### src/sv/vss_pkg.sv
`timescale 1ns / 1ps
// ----------------------------------------------------------------------------
// vss_pkg
// Types and constants shared by the valve stroke sequencer modules.
// ----------------------------------------------------------------------------
package vss_pkg;

  localparam int unsigned CfgIdxW = 2;
  localparam int unsigned CfgDataW = 16;

  // Configuration register indexes.
  localparam logic [CfgIdxW-1:0] CFG_REVERSE_THRESHOLD = 2'd0;
  localparam logic [CfgIdxW-1:0] CFG_DIRECTION_DELAY   = 2'd1;
  localparam logic [CfgIdxW-1:0] CFG_INERTIA_DELAY     = 2'd2;

  // Configuration reset values.
  localparam logic [14:0] RST_REVERSE_THRESHOLD = 15'd100;
  localparam logic [15:0] RST_DIRECTION_DELAY   = 16'd500;
  localparam logic [15:0] RST_INERTIA_DELAY     = 16'd500;

  // Phase codes.
  localparam logic [2:0] PH_IDLE    = 3'd0;
  localparam logic [2:0] PH_FORWARD = 3'd1;
  localparam logic [2:0] PH_REVERSE = 3'd2;
  localparam logic [2:0] PH_FINAL   = 3'd3;
  localparam logic [2:0] PH_FAILURE = 3'd4;
  localparam logic [2:0] PH_STOPPED = 3'd5;

  // Current in mA at which the forward stroke ends.
  localparam logic signed [15:0] FORWARD_TRIP_MA = 16'sd65;

  localparam logic FUNC_SAMPLE = 1'b0;
  localparam logic FUNC_START  = 1'b1;

  typedef struct packed {
    logic              func;
    logic [31:0]       now_ms;
    logic signed [15:0] sample_ma;
  } in_item_t;

  typedef struct packed {
    logic [2:0]  phase;
    logic        drive_enable;
    logic        drive_forward;
    logic        done_res;
    logic        passed;
    logic [31:0] forward_ms;
    logic [31:0] reverse_ms;
    logic [31:0] final_ms;
  } out_item_t;

  typedef struct packed {
    logic [14:0] reverse_threshold_ma;
    logic [15:0] direction_delay_ms;
    logic [15:0] inertia_delay_ms;
  } cfg_t;

endpackage

### src/sv/vss_cfg_regs.sv
`timescale 1ns / 1ps
`default_nettype none
// ----------------------------------------------------------------------------
// vss_cfg_regs
// Configuration register bank written through a plain write port.
// ----------------------------------------------------------------------------
module vss_cfg_regs import vss_pkg::*; (
  input  wire logic                clk_i,
  input  wire logic                rst_ni,
  input  wire logic                cfg_we_i,
  input  wire logic [CfgIdxW-1:0]  cfg_idx_i,
  input  wire logic [CfgDataW-1:0] cfg_data_i,
  output cfg_t                     cfg_o
);

  cfg_t cfg_q, cfg_d;

  always_comb begin
    cfg_d = cfg_q;
    if (cfg_we_i) begin
      unique case (cfg_idx_i)
        CFG_REVERSE_THRESHOLD: cfg_d.reverse_threshold_ma = cfg_data_i[14:0];
        CFG_DIRECTION_DELAY:   cfg_d.direction_delay_ms   = cfg_data_i;
        CFG_INERTIA_DELAY:     cfg_d.inertia_delay_ms     = cfg_data_i;
        default:               cfg_d = cfg_q;
      endcase
    end
  end

  always_ff @(posedge clk_i or negedge rst_ni) begin
    if (!rst_ni) begin
      cfg_q.reverse_threshold_ma <= RST_REVERSE_THRESHOLD;
      cfg_q.direction_delay_ms   <= RST_DIRECTION_DELAY;
      cfg_q.inertia_delay_ms     <= RST_INERTIA_DELAY;
    end else begin
      cfg_q <= cfg_d;
    end
  end

  assign cfg_o = cfg_q;

endmodule
`default_nettype wire

### src/sv/vss_step.sv
`timescale 1ns / 1ps
`default_nettype none
// ----------------------------------------------------------------------------
// vss_step
// Phase state and the combinational evaluation of one word.
// ----------------------------------------------------------------------------
module vss_step import vss_pkg::*; (
  input  wire logic     clk_i,
  input  wire logic     rst_ni,
  input  wire logic     fire_i,
  input  wire in_item_t item_i,
  input  wire cfg_t     cfg_i,
  output out_item_t     result_o
);

  logic [2:0]  phase_q, phase_d;
  logic [31:0] change_q, change_d;
  logic [31:0] start_q, start_d;
  logic [31:0] fwd_dur_q, fwd_dur_d;
  logic [31:0] rev_dur_q, rev_dur_d;
  logic [31:0] fin_dur_q, fin_dur_d;
  logic        drv_en_q, drv_en_d;
  logic        drv_fwd_q, drv_fwd_d;
  logic        done;

  logic [31:0] elapsed;
  logic [31:0] since_start;
  logic [16:0] long_delay;
  logic        short_ok;
  logic        long_ok;
  logic        fwd_trip;
  logic        thr_trip;

  assign elapsed     = item_i.now_ms - change_q;
  assign since_start = item_i.now_ms - start_q;
  assign long_delay  = {1'b0, cfg_i.direction_delay_ms} + {1'b0, cfg_i.inertia_delay_ms};
  assign short_ok    = elapsed >= {16'd0, cfg_i.direction_delay_ms};
  assign long_ok     = elapsed >= {15'd0, long_delay};
  assign fwd_trip    = item_i.sample_ma >= FORWARD_TRIP_MA;
  assign thr_trip    = item_i.sample_ma >= $signed({1'b0, cfg_i.reverse_threshold_ma});

  always_comb begin
    phase_d   = phase_q;
    change_d  = change_q;
    start_d   = start_q;
    fwd_dur_d = fwd_dur_q;
    rev_dur_d = rev_dur_q;
    fin_dur_d = fin_dur_q;
    drv_en_d  = drv_en_q;
    drv_fwd_d = drv_fwd_q;
    done      = 1'b0;
    if (item_i.func == FUNC_START) begin
      // A start restarts the stroke from any phase.
      phase_d   = PH_FORWARD;
      change_d  = item_i.now_ms;
      start_d   = item_i.now_ms;
      drv_en_d  = 1'b1;
      drv_fwd_d = 1'b1;
    end else begin
      unique case (phase_q)
        PH_FORWARD: begin
          if (short_ok && fwd_trip) begin
            phase_d   = PH_REVERSE;
            change_d  = item_i.now_ms;
            start_d   = item_i.now_ms;
            fwd_dur_d = since_start;
            drv_en_d  = 1'b1;
            drv_fwd_d = 1'b0;
          end
        end
        PH_REVERSE: begin
          if (long_ok && thr_trip) begin
            phase_d   = PH_FINAL;
            change_d  = item_i.now_ms;
            start_d   = item_i.now_ms;
            rev_dur_d = since_start;
            drv_en_d  = 1'b1;
            drv_fwd_d = 1'b1;
          end
        end
        PH_FINAL: begin
          // The direction line is left as it was when the drive turns off.
          if (long_ok && thr_trip) begin
            phase_d   = PH_STOPPED;
            fin_dur_d = since_start;
            drv_en_d  = 1'b0;
            done      = 1'b1;
          end
        end
        default: begin
          phase_d = phase_q;
        end
      endcase
    end
  end

  always_ff @(posedge clk_i or negedge rst_ni) begin
    if (!rst_ni) begin
      phase_q   <= PH_IDLE;
      change_q  <= '0;
      start_q   <= '0;
      fwd_dur_q <= '0;
      rev_dur_q <= '0;
      fin_dur_q <= '0;
      drv_en_q  <= 1'b0;
      drv_fwd_q <= 1'b0;
    end else if (fire_i) begin
      phase_q   <= phase_d;
      change_q  <= change_d;
      start_q   <= start_d;
      fwd_dur_q <= fwd_dur_d;
      rev_dur_q <= rev_dur_d;
      fin_dur_q <= fin_dur_d;
      drv_en_q  <= drv_en_d;
      drv_fwd_q <= drv_fwd_d;
    end
  end

  always_comb begin
    result_o.phase         = phase_d;
    result_o.drive_enable  = drv_en_d;
    result_o.drive_forward = drv_fwd_d;
    result_o.done_res      = done;
    result_o.passed        = (phase_d == PH_STOPPED);
    result_o.forward_ms    = fwd_dur_d;
    result_o.reverse_ms    = rev_dur_d;
    result_o.final_ms      = fin_dur_d;
  end

`ifndef NO_ASSERTIONS
  // The failure phase is never entered by this sequencer.
  a_no_failure: assert property (@(posedge clk_i) disable iff (!rst_ni)
    phase_q != PH_FAILURE)
    else $error("vss_step: failure phase reached");

  // A completed stroke always leaves the drive off.
  a_stop_drive_off: assert property (@(posedge clk_i) disable iff (!rst_ni)
    (phase_q == PH_STOPPED) |-> !drv_en_q)
    else $error("vss_step: drive on while stopped");

  // State only moves on an evaluated word.
  a_hold_idle: assert property (@(posedge clk_i) disable iff (!rst_ni)
    !fire_i |=> $stable(phase_q) && $stable(change_q))
    else $error("vss_step: state changed without a word");
`endif

endmodule
`default_nettype wire

### src/sv/valve_stroke_sequencer.sv
`timescale 1ns / 1ps
`default_nettype none
// ----------------------------------------------------------------------------
// valve_stroke_sequencer
// Forward, reverse and final stroke sequencer with phase duration capture.
// ----------------------------------------------------------------------------
// The block takes one word per clock and returns one result word for each:
// the word is held in an input register, the phase logic evaluates it
// combinationally against the stored phase state, and the result lands in
// an output register. A stall on the output holds both registers, so a
// sustained stall backs up to in_stall_o; otherwise a new word is taken
// every cycle. Configuration writes take effect at the next clock edge and
// should be made while no word is in flight.
// ----------------------------------------------------------------------------
module valve_stroke_sequencer import vss_pkg::*; (
  input  wire logic                clk_i,
  input  wire logic                rst_ni,
  input  wire logic                in_valid_i,
  output logic                     in_stall_o,
  input  wire in_item_t            in_item_i,
  output logic                     out_valid_o,
  input  wire logic                out_stall_i,
  output out_item_t                out_item_o,
  input  wire logic                cfg_we_i,
  input  wire logic [CfgIdxW-1:0]  cfg_idx_i,
  input  wire logic [CfgDataW-1:0] cfg_data_i
);

  cfg_t      cfg;
  in_item_t  in_q;
  logic      in_vld_q;
  out_item_t out_q;
  logic      out_vld_q;
  out_item_t result;
  logic      fire;
  logic      out_free;
  logic      in_take;

  vss_cfg_regs u_cfg (
    .clk_i      (clk_i),
    .rst_ni     (rst_ni),
    .cfg_we_i   (cfg_we_i),
    .cfg_idx_i  (cfg_idx_i),
    .cfg_data_i (cfg_data_i),
    .cfg_o      (cfg)
  );

  vss_step u_step (
    .clk_i    (clk_i),
    .rst_ni   (rst_ni),
    .fire_i   (fire),
    .item_i   (in_q),
    .cfg_i    (cfg),
    .result_o (result)
  );

  assign out_free   = !out_vld_q || !out_stall_i;
  assign fire       = in_vld_q && out_free;
  assign in_stall_o = in_vld_q && !out_free;
  assign in_take    = in_valid_i && !in_stall_o;

  always_ff @(posedge clk_i or negedge rst_ni) begin
    if (!rst_ni) begin
      in_vld_q  <= 1'b0;
      out_vld_q <= 1'b0;
    end else begin
      if (in_take) begin
        in_vld_q <= 1'b1;
      end else if (fire) begin
        in_vld_q <= 1'b0;
      end
      if (fire) begin
        out_vld_q <= 1'b1;
      end else if (!out_stall_i) begin
        out_vld_q <= 1'b0;
      end
    end
  end

  always_ff @(posedge clk_i) begin
    if (in_take) begin
      in_q <= in_item_i;
    end
    if (fire) begin
      out_q <= result;
    end
  end

  assign out_valid_o = out_vld_q;
  assign out_item_o  = out_q;

`ifndef NO_ASSERTIONS
  // Every evaluated word shows up in the output register next cycle.
  a_fire_out: assert property (@(posedge clk_i) disable iff (!rst_ni)
    fire |=> out_vld_q)
    else $error("valve_stroke_sequencer: evaluated word lost");

  // The input side only stalls when a word is waiting in the input register.
  a_stall_pending: assert property (@(posedge clk_i) disable iff (!rst_ni)
    in_stall_o |-> in_vld_q && out_vld_q)
    else $error("valve_stroke_sequencer: stall without a pending word");

  // The completion word always reports a pass with the drive off.
  a_done_pass: assert property (@(posedge clk_i) disable iff (!rst_ni)
    (out_vld_q && out_q.done_res) |-> (out_q.passed && !out_q.drive_enable))
    else $error("valve_stroke_sequencer: done without pass");
`endif

endmodule
`default_nettype wire

### config.mk
export PLATFORM = sky130hd
export DESIGN_NAME = valve_stroke_sequencer
export DESIGN_NICKNAME = d
export VERILOG_FILES = /design/src/sv/vss_pkg.sv /design/src/sv/vss_cfg_regs.sv /design/src/sv/vss_step.sv /design/src/sv/valve_stroke_sequencer.sv
export SDC_FILE = /design/constraint.sdc
export NUM_CORES = 1
export LEC_CHECK = 0
export ABC_AREA = 1
export CAP_MARGIN = 20
export CORE_ASPECT_RATIO = 2
export CORE_MARGIN = 4
export CORE_UTILIZATION = 60
export CTS_BUF_LIST = sky130_fd_sc_hd__clkbuf_16
export CTS_CLUSTER_DIAMETER = 80
export DETAILED_ROUTE_END_ITERATION = 8
export DONT_BUFFER_PORTS = 1
export GPL_TIMING_DRIVEN = 1
export PLACE_DENSITY = 0.79
export SLEW_MARGIN = 10
export SYNTH_ARGS = -nofsm -noshare
export SYNTH_HDL_FRONTEND = slang
export SYNTH_HIERARCHICAL = 1
export SYNTH_SLANG_ARGS = --single-unit
### constraint.sdc
create_clock -name clk_i -period 8.4 [get_ports clk_i]
set_input_delay 0.42 -clock clk_i [delete_from_list [all_inputs] [get_ports clk_i]]
set_output_delay 0.42 -clock clk_i [all_outputs]
set_load 0.05 [all_outputs]
### After elaboration in Yosys (flattened, before gate mapping)

Cells that the tools add are included.
Widths: inputs -> output; s select.

| storage, ports and cells | value |
|---|---|
| bits in registers | 334 |
| input bits | 72 |
| output and inout bits | 105 |
| logic and storage cells | 89 |

| operators by class | value |
|---|---|
| $add $sub $neg | 2 |
| magnitude comparators | 4 |
| equality and inequality tests | 9 |
| mux-type cells | 32 |
| bitwise operators | 1 |
| reduce and logical (&&, ||, !) cells | 18 |

Operators with widths:

| operator | count |
|---|---|
| $mux 32 | 12 |
| $pmux 32 s2 | 1 |
| $ge 32x16->1 | 1 |
| $ge 32x17->1 | 1 |
| $sub 32x32->32 | 1 |
| $add 16x16->17 | 1 |
| $ge 16x16->1 | 1 |
| $ge 16x8->1 const B | 1 |
| $mux 1 | 12 |
| $mux 3 | 4 |
| $pmux 3 s3 | 1 |
| $eq 3x2->1 const B | 2 |
| $ne 3x2->1 const B | 2 |
| $reduce_and 2->1 | 3 |
| $logic_and 1x1->1 | 5 |
| $logic_not 1->1 | 4 |
| $reduce_and 4->1 | 1 |
| $eq 3x1->1 const B | 1 |
| $eq 3x3->1 const B | 1 |
| $pmux 1 s3 | 1 |
| $reduce_bool 3->1 | 1 |
| $eq 2x1->1 const B | 1 |
| $eq 2x2->1 const B | 1 |
| $logic_not 2->1 | 1 |
| other kinds (6) | 6 |

### Longest topological paths before layout

| depth | value |
|---|---|
| word-level depth | 7 |
| mapped depth | 28 |
| gate-level depth less buffers | 28 |

### Cells and area by module

The synthesis kept the hierarchy.

Modules (own cells, without submodules):

| module | instances | cells an instance | area each (um^2) | sequential area each (um^2) |
|---|---|---|---|---|
| vss_step | 1 | 1825 | 11733.8 | 3328.2 |
| valve_stroke_sequencer | 1 | 164 | 4659.5 | 4614.4 |
| vss_cfg_regs | 1 | 209 | 1960.6 | 1194.9 |

### Worst setup path after synthesis

No wires, ideal clock.

| timing | value |
|---|---|
| path kind | reg-to-reg |
| start | register out_vld_q, in the netlist out_valid_o |
| end | register u_step.rev_dur_q[25] |
| setup time | 0.066 ns |
| data arrival time | 6.843 ns |
| required time | 8.334 ns |
| slack | 1.492 ns |
| cell stages (with the launch flop) | 7 |
| path buffers | 3 |
| period minus slack after synthesis | 6.908 ns |
| cell sequence | dfrtp_1 -> a21oi_1 -> clkbuf_1 -> clkbuf_1 -> buf_1 -> nand3_1 -> nand2_1 |

| between the ends | value |
|---|---|
| longest elaborated chain between the ends | 3 |

RTL lines:

| item | RTL line | RTL |
|---|---|---|
| from (decl) | valve_stroke_sequencer.sv:33 | `logic out_vld_q;` |
| from (signal assigned) | valve_stroke_sequencer.sv:65 | `out_vld_q <= 1'b0;` |
| from (signal assigned) | valve_stroke_sequencer.sv:73 | `out_vld_q <= 1'b1;` |
| from (signal assigned) | valve_stroke_sequencer.sv:75 | `out_vld_q <= 1'b0;` |
| $logic_not 1->1 | valve_stroke_sequencer.sv:57 | `assign out_free = !out_vld_q \|\| !out_stall_i;` |
| $logic_or 1x1->1 | valve_stroke_sequencer.sv:57 |  |
| $logic_and 1x1->1 | valve_stroke_sequencer.sv:58 | `assign fire = in_vld_q && out_free;` |
| via fire | valve_stroke_sequencer.sv:35 | `logic fire;` |
| to (signal assigned) | vss_step.sv:112 | `rev_dur_q <= rev_dur_d;` |
| to (decl) | vss_step.sv:20 | `logic [31:0] rev_dur_q, rev_dur_d;` |

The timed path passes the listed nets, and every way through them passes these cells.
A chain may end at the register's enable or synchronous reset.

### Final worst setup path

| timing | value |
|---|---|
| start | register in_q[16] in the netlist's numbering |
| end | register u_step.fin_dur_q[22] |

| between the ends | value |
|---|---|
| longest elaborated chain between the ends | 6 |

RTL lines:

| item | RTL line | RTL |
|---|---|---|
| from (decl) | valve_stroke_sequencer.sv:30 | `in_item_t in_q;` |
| from (signal assigned) | valve_stroke_sequencer.sv:82 | `in_q <= in_item_i;` |
| $sub 32x32->32 * | vss_step.sv:35 | `assign since_start = item_i.now_ms - start_q;` |
| $ge 32x17->1 | vss_step.sv:38 | `assign long_ok = elapsed >= {15'd0, long_delay};` |
| $logic_and 1x1->1 | vss_step.sv:83 | `if (long_ok && thr_trip) begin` |
| $mux 32 * | vss_step.sv:83 |  |
| $mux 32 * | vss_step.sv:60 | `unique case (phase_q)` |
| $mux 32 * | vss_step.sv:52 | `if (item_i.func == FUNC_START) begin` |
| to (signal assigned) | vss_step.sv:113 | `fin_dur_q <= fin_dur_d;` |
| to (decl) | vss_step.sv:21 | `logic [31:0] fin_dur_q, fin_dur_d;` |

Mark *: on every way between the ends. The rest lies on a longest branch, timed or not.

==> metrics.md <==
| Metric | Value |
|---|---|
| Post-Syn Instances | `around 2200` |
| Final Core Density | `0.6769` |
| Share of cells above drive strength 1 | `0.05563` |
| Largest cells by area after synthesis | `edfxtp_1, dfrtp_1, nand2_1` |
| Setup Crit Path Kind | `flop to flop` |
| Max Slew Vio Count | `0` |
| Max-Cap Viols | `0` |
| Leading cell types in the layout, fill and taps excluded | `nand2_1, inv_1, nand3_1` |
| Vias/cell | `between 5 and 6` |
| Unrepaired setup endpoints after global routing | `false` |
| Number of flops mapped to enable cells by yosys | `152` |
| Seq cells post-synth | `~330` |
| Clk buf depth | `3` |
| Final #Nets | `between 2000 and 2500` |
| Largest area contributor in the netlist | `edfxtp_1` |
| Syn Std Cell Area | `18350 um^2` |
| Leak | `a little over 10 nW` |
| Top FF cell, synth | `dfrtp_1` |
| Total Power | `around 6.7 mW` |
| TritonCTS clock tree | `yes` |
| Fill cell count | `approximately 2400` |
| Tcrit/Tclk final | `0.6462` |
| First-pass GRT wire length | `around 74000 um` |
| Worst Path Arrival | `5.83 ns` |
| Cts bufs inserted | `29` |
| Mux cell area share after synthesis | `0` |
| Setup_tns | `0 ns` |
| Pre-CTS setup slack | `3.137 ns` |
| Total gr overflow | `0` |
| Footprint of the multi-input gates | `between 7000 and 8000 um^2` |
| Port bufs | `0` |
| Detailed Route Iter0 Violations | `about 1300` |
| Rows | `90` |
| Max Fclk | `~180 MHz` |
| Die Span Y | `255.3 um` |
| Largest family of logic cells by synthesized area | `simple AND/OR/NAND/NOR gates` |
| Top Layer Used | `met4` |
| Drt wl/cell | `between 15 and 20 um` |
| Adder-cell share of the synthesized area | `0.06694` |
| Net switching power | `about 2.8 mW` |
| Area growth from synthesis to layout | `11.31%` |
| Compound-cell area share of the yosys netlist | `0.06538` |
| Synth Area in Simple Gates | `0.2546` |
| CTS Root Cell | `clkbuf_16` |
| Post-DP HPWL | `approximately 32000 um` |
| RD Place Congestion | `just over 0.9` |
| Setup-failing EPs final | `0` |
| Reg clk slew, reported paths | `0.07 ns` |
| Syn Nets | `~2400` |
| Synth Area per Inst | `8.350 um^2` |
| Sw frac | `0.4175` |
| Storage element area | `slightly above 9000 um^2` |
| CTS HTree Levels | `1` |
| Fin worst setup slack | `roughly 3.0 ns` |
| IO Count | `177` |
| DRC errors left | `0` |
| Yosys cell types | `43` |
| Worst Setup End Kind | `flop` |
| CP Data Required Time | `8.81 ns` |
| Crit start category | `flop` |
| Die width | `about 130 um` |
| Total GRT Usage | `0.2669` |
| Fin. Hold Viols | `0` |
| Worst-margin pin slew | `about 0.98 ns` |
| CTS resizes | `0` |
| Clock share of power | `0.231` |
| Initial antenna violation count | `0` |
| Rel. slew slack | `0.3464` |
| CORE AREA | `30180 um^2` |
| # diodes | `0` |
| Top-area cell type share of the netlist area | `0.2487` |
| Synth Warn # | `6` |
| Metal-1 WL | `roughly 17000 um` |
| Clk Latency, worst-skew pair | `between 0.5 and 0.6 ns` |
| Power Density | `328.6 nW/um^2` |
| Post-route minimum period | `between 5 and 6 ns` |
| Outcome | `complete, no violations` |
| Max rail drop VDD | `around 0.00023 V` |
| Share of synthesized registers carrying an async set or reset | `0.5449` |
| Detailed-route via count | `14590` |
| Largest fanout on the critical path | `43` |
| Sequential power share | `0.421` |
| Seq/Total Area, Yosys | `0.4979` |
| Final antenna-violating net count | `0` |
| Vias in the first global route | `14410` |
| Most common cell after layout, fill and taps aside | `nand2_1` |
| DR WL met3 | `between 2000 and 2500 um` |
| Largest net degree at the start of global routing | `between 150 and 200` |
| Final WL | `45390 um` |
| Die area | `between 30000 and 40000 um^2` |
| Clock sinks | `roughly 330` |
| Initial Util | `0.6082` |
| Met2 wire len | `23870 um` |
| Drt first pass iters | `5` |
| Hold crit path type | `input pin to flop` |
| Internal power | `around 3.9 mW` |
| Combinational Power Share | `0.348` |
| XOR/XNOR share of the synthesized area | `0.01384` |
| Layout Skew | `between 0.03 and 0.04 ns` |
cells by family (layout without fill, tap and decap cells):
logic type / after synthesis / in the layout
simple gates: 1080 / 1080
buf+inv: 450 / 517
flops: 334 / 334
compound gates: 208 / 208
fa+ha+maj: 97 / 97
xor+xnor: 29 / 29
state kept, by name, summed over array words and instances, names as in the netlist:
register          cells
u_step/rev_dur_q     32
u_step/drv_fwd_q      1
u_cfg/cfg_o          47
u_step/fin_dur_q     32
in_vld_q              1
u_step/drv_en_q       1
out_valid_o           1
u_step/fwd_dur_q     32
in_q                 49
u_step/start_q       32
out_item_o          103
u_step/phase_q        3
synthesized netlist by cell type, types with 19 or more instances:
library cell  count
nand2_1         697
inv_1           359
nand3_1         194
dfrtp_1         167
edfxtp_1        152
ha_1             95
nor2_1           62
o21ai_0          53
a21oi_1          51
o21a_1           45
nand4_1          42
o21ai_1          42
and2_1           35
clkbuf_1         28
buf_2            24
xor2_1           19
through the flow:
step	hold slack, ns	area, um^2	instances
final	0.05040	20430	2633
after global routing	0.03769	20430	2633
after CTS	0.01008	20410	2632
after detailed placement	0.1283	18460	2497
after global placement	0.1299	18430	2496
after floorplan	0.1244	18350	2198
worst max-delay path, stage by stage, from the launching register on:
cell and delay (ns):
edfxtp_1 0.37, inv_1 0.08, ha_1 0.14, inv_1 0.07
fa_1 0.47, nand2_1 0.11, nand3_1 0.15, xor2_1 0.67
ha_1 0.25, nand2_1 0.08, o41ai_1 0.52, nand2_1 0.10
o211ai_1 0.13, nand2_1 0.10, nand3_2 0.13, nand3_2 0.68
buf_4 0.51, inv_1 0.37, nand2_1 0.13, nand3_1 0.09
o21ai_0 0.10
area by class of cell:
| type | instances | share of cell area |
|---|---|---|
| clock buffers | 29 | 0.03552 |
| clock inverters | 25 | 0.01892 |
| inverters | 373 | 0.06853 |
| multi-input cells | 1414 | 0.3607 |
| flip-flops and latches | 334 | 0.4473 |
| well taps | 368 | 0.02254 |
| repair buffers | 90 | 0.04655 |
final timing paths:
kind | from | endpoint | slack (ns) | cells past startpoint
max in group asynchronous | rst_ni | u_step/start_q[24] | 7.10 | 2
worst max register to register | in_q[16] | u_step/fin_dur_q[22] | 2.97 | 20
min in group asynchronous | rst_ni | u_cfg/cfg_o[19] | 0.49 | 2
worst min-delay path | cfg_data_i[15] | u_cfg/cfg_o[31] | 0.05 | 2
worst min register to register | u_step/start_q[12] | u_step/start_q[12] | 0.47 | 2
worst max-delay path | in_q[16] | u_step/fin_dur_q[22] | 2.97 | 20
power by group through the flow:
| stage | registers, mW | logic [mW] | clock network, mW |
|---|---|---|---|
| final | 2.83 | 2.34 | 1.55 |
| after global routing | 2.86 | 2.66 | 1.64 |
| after floorplan | 2.80 | 1.67 | 0 |
| after CTS | 2.83 | 2.32 | 1.57 |
| after global placement | 2.84 | 2.16 | 0 |
| after detailed placement | 2.86 | 2.24 | 0 |
repair_timing:
action	4_1_cts	5_1_grt
buffers inserted	0	0
hold buffers	81	0
hold endpoints to repair	279	0
routing by layer:
layer  vias to the layer above  track usage
met5                         -            0
li1                       7106            -
met3                        97      0.02953
met1                      6912       0.3138
met2                       478       0.4897
met4                         0       0.1159
Note: power is estimated with default switching activity, not from simulation.
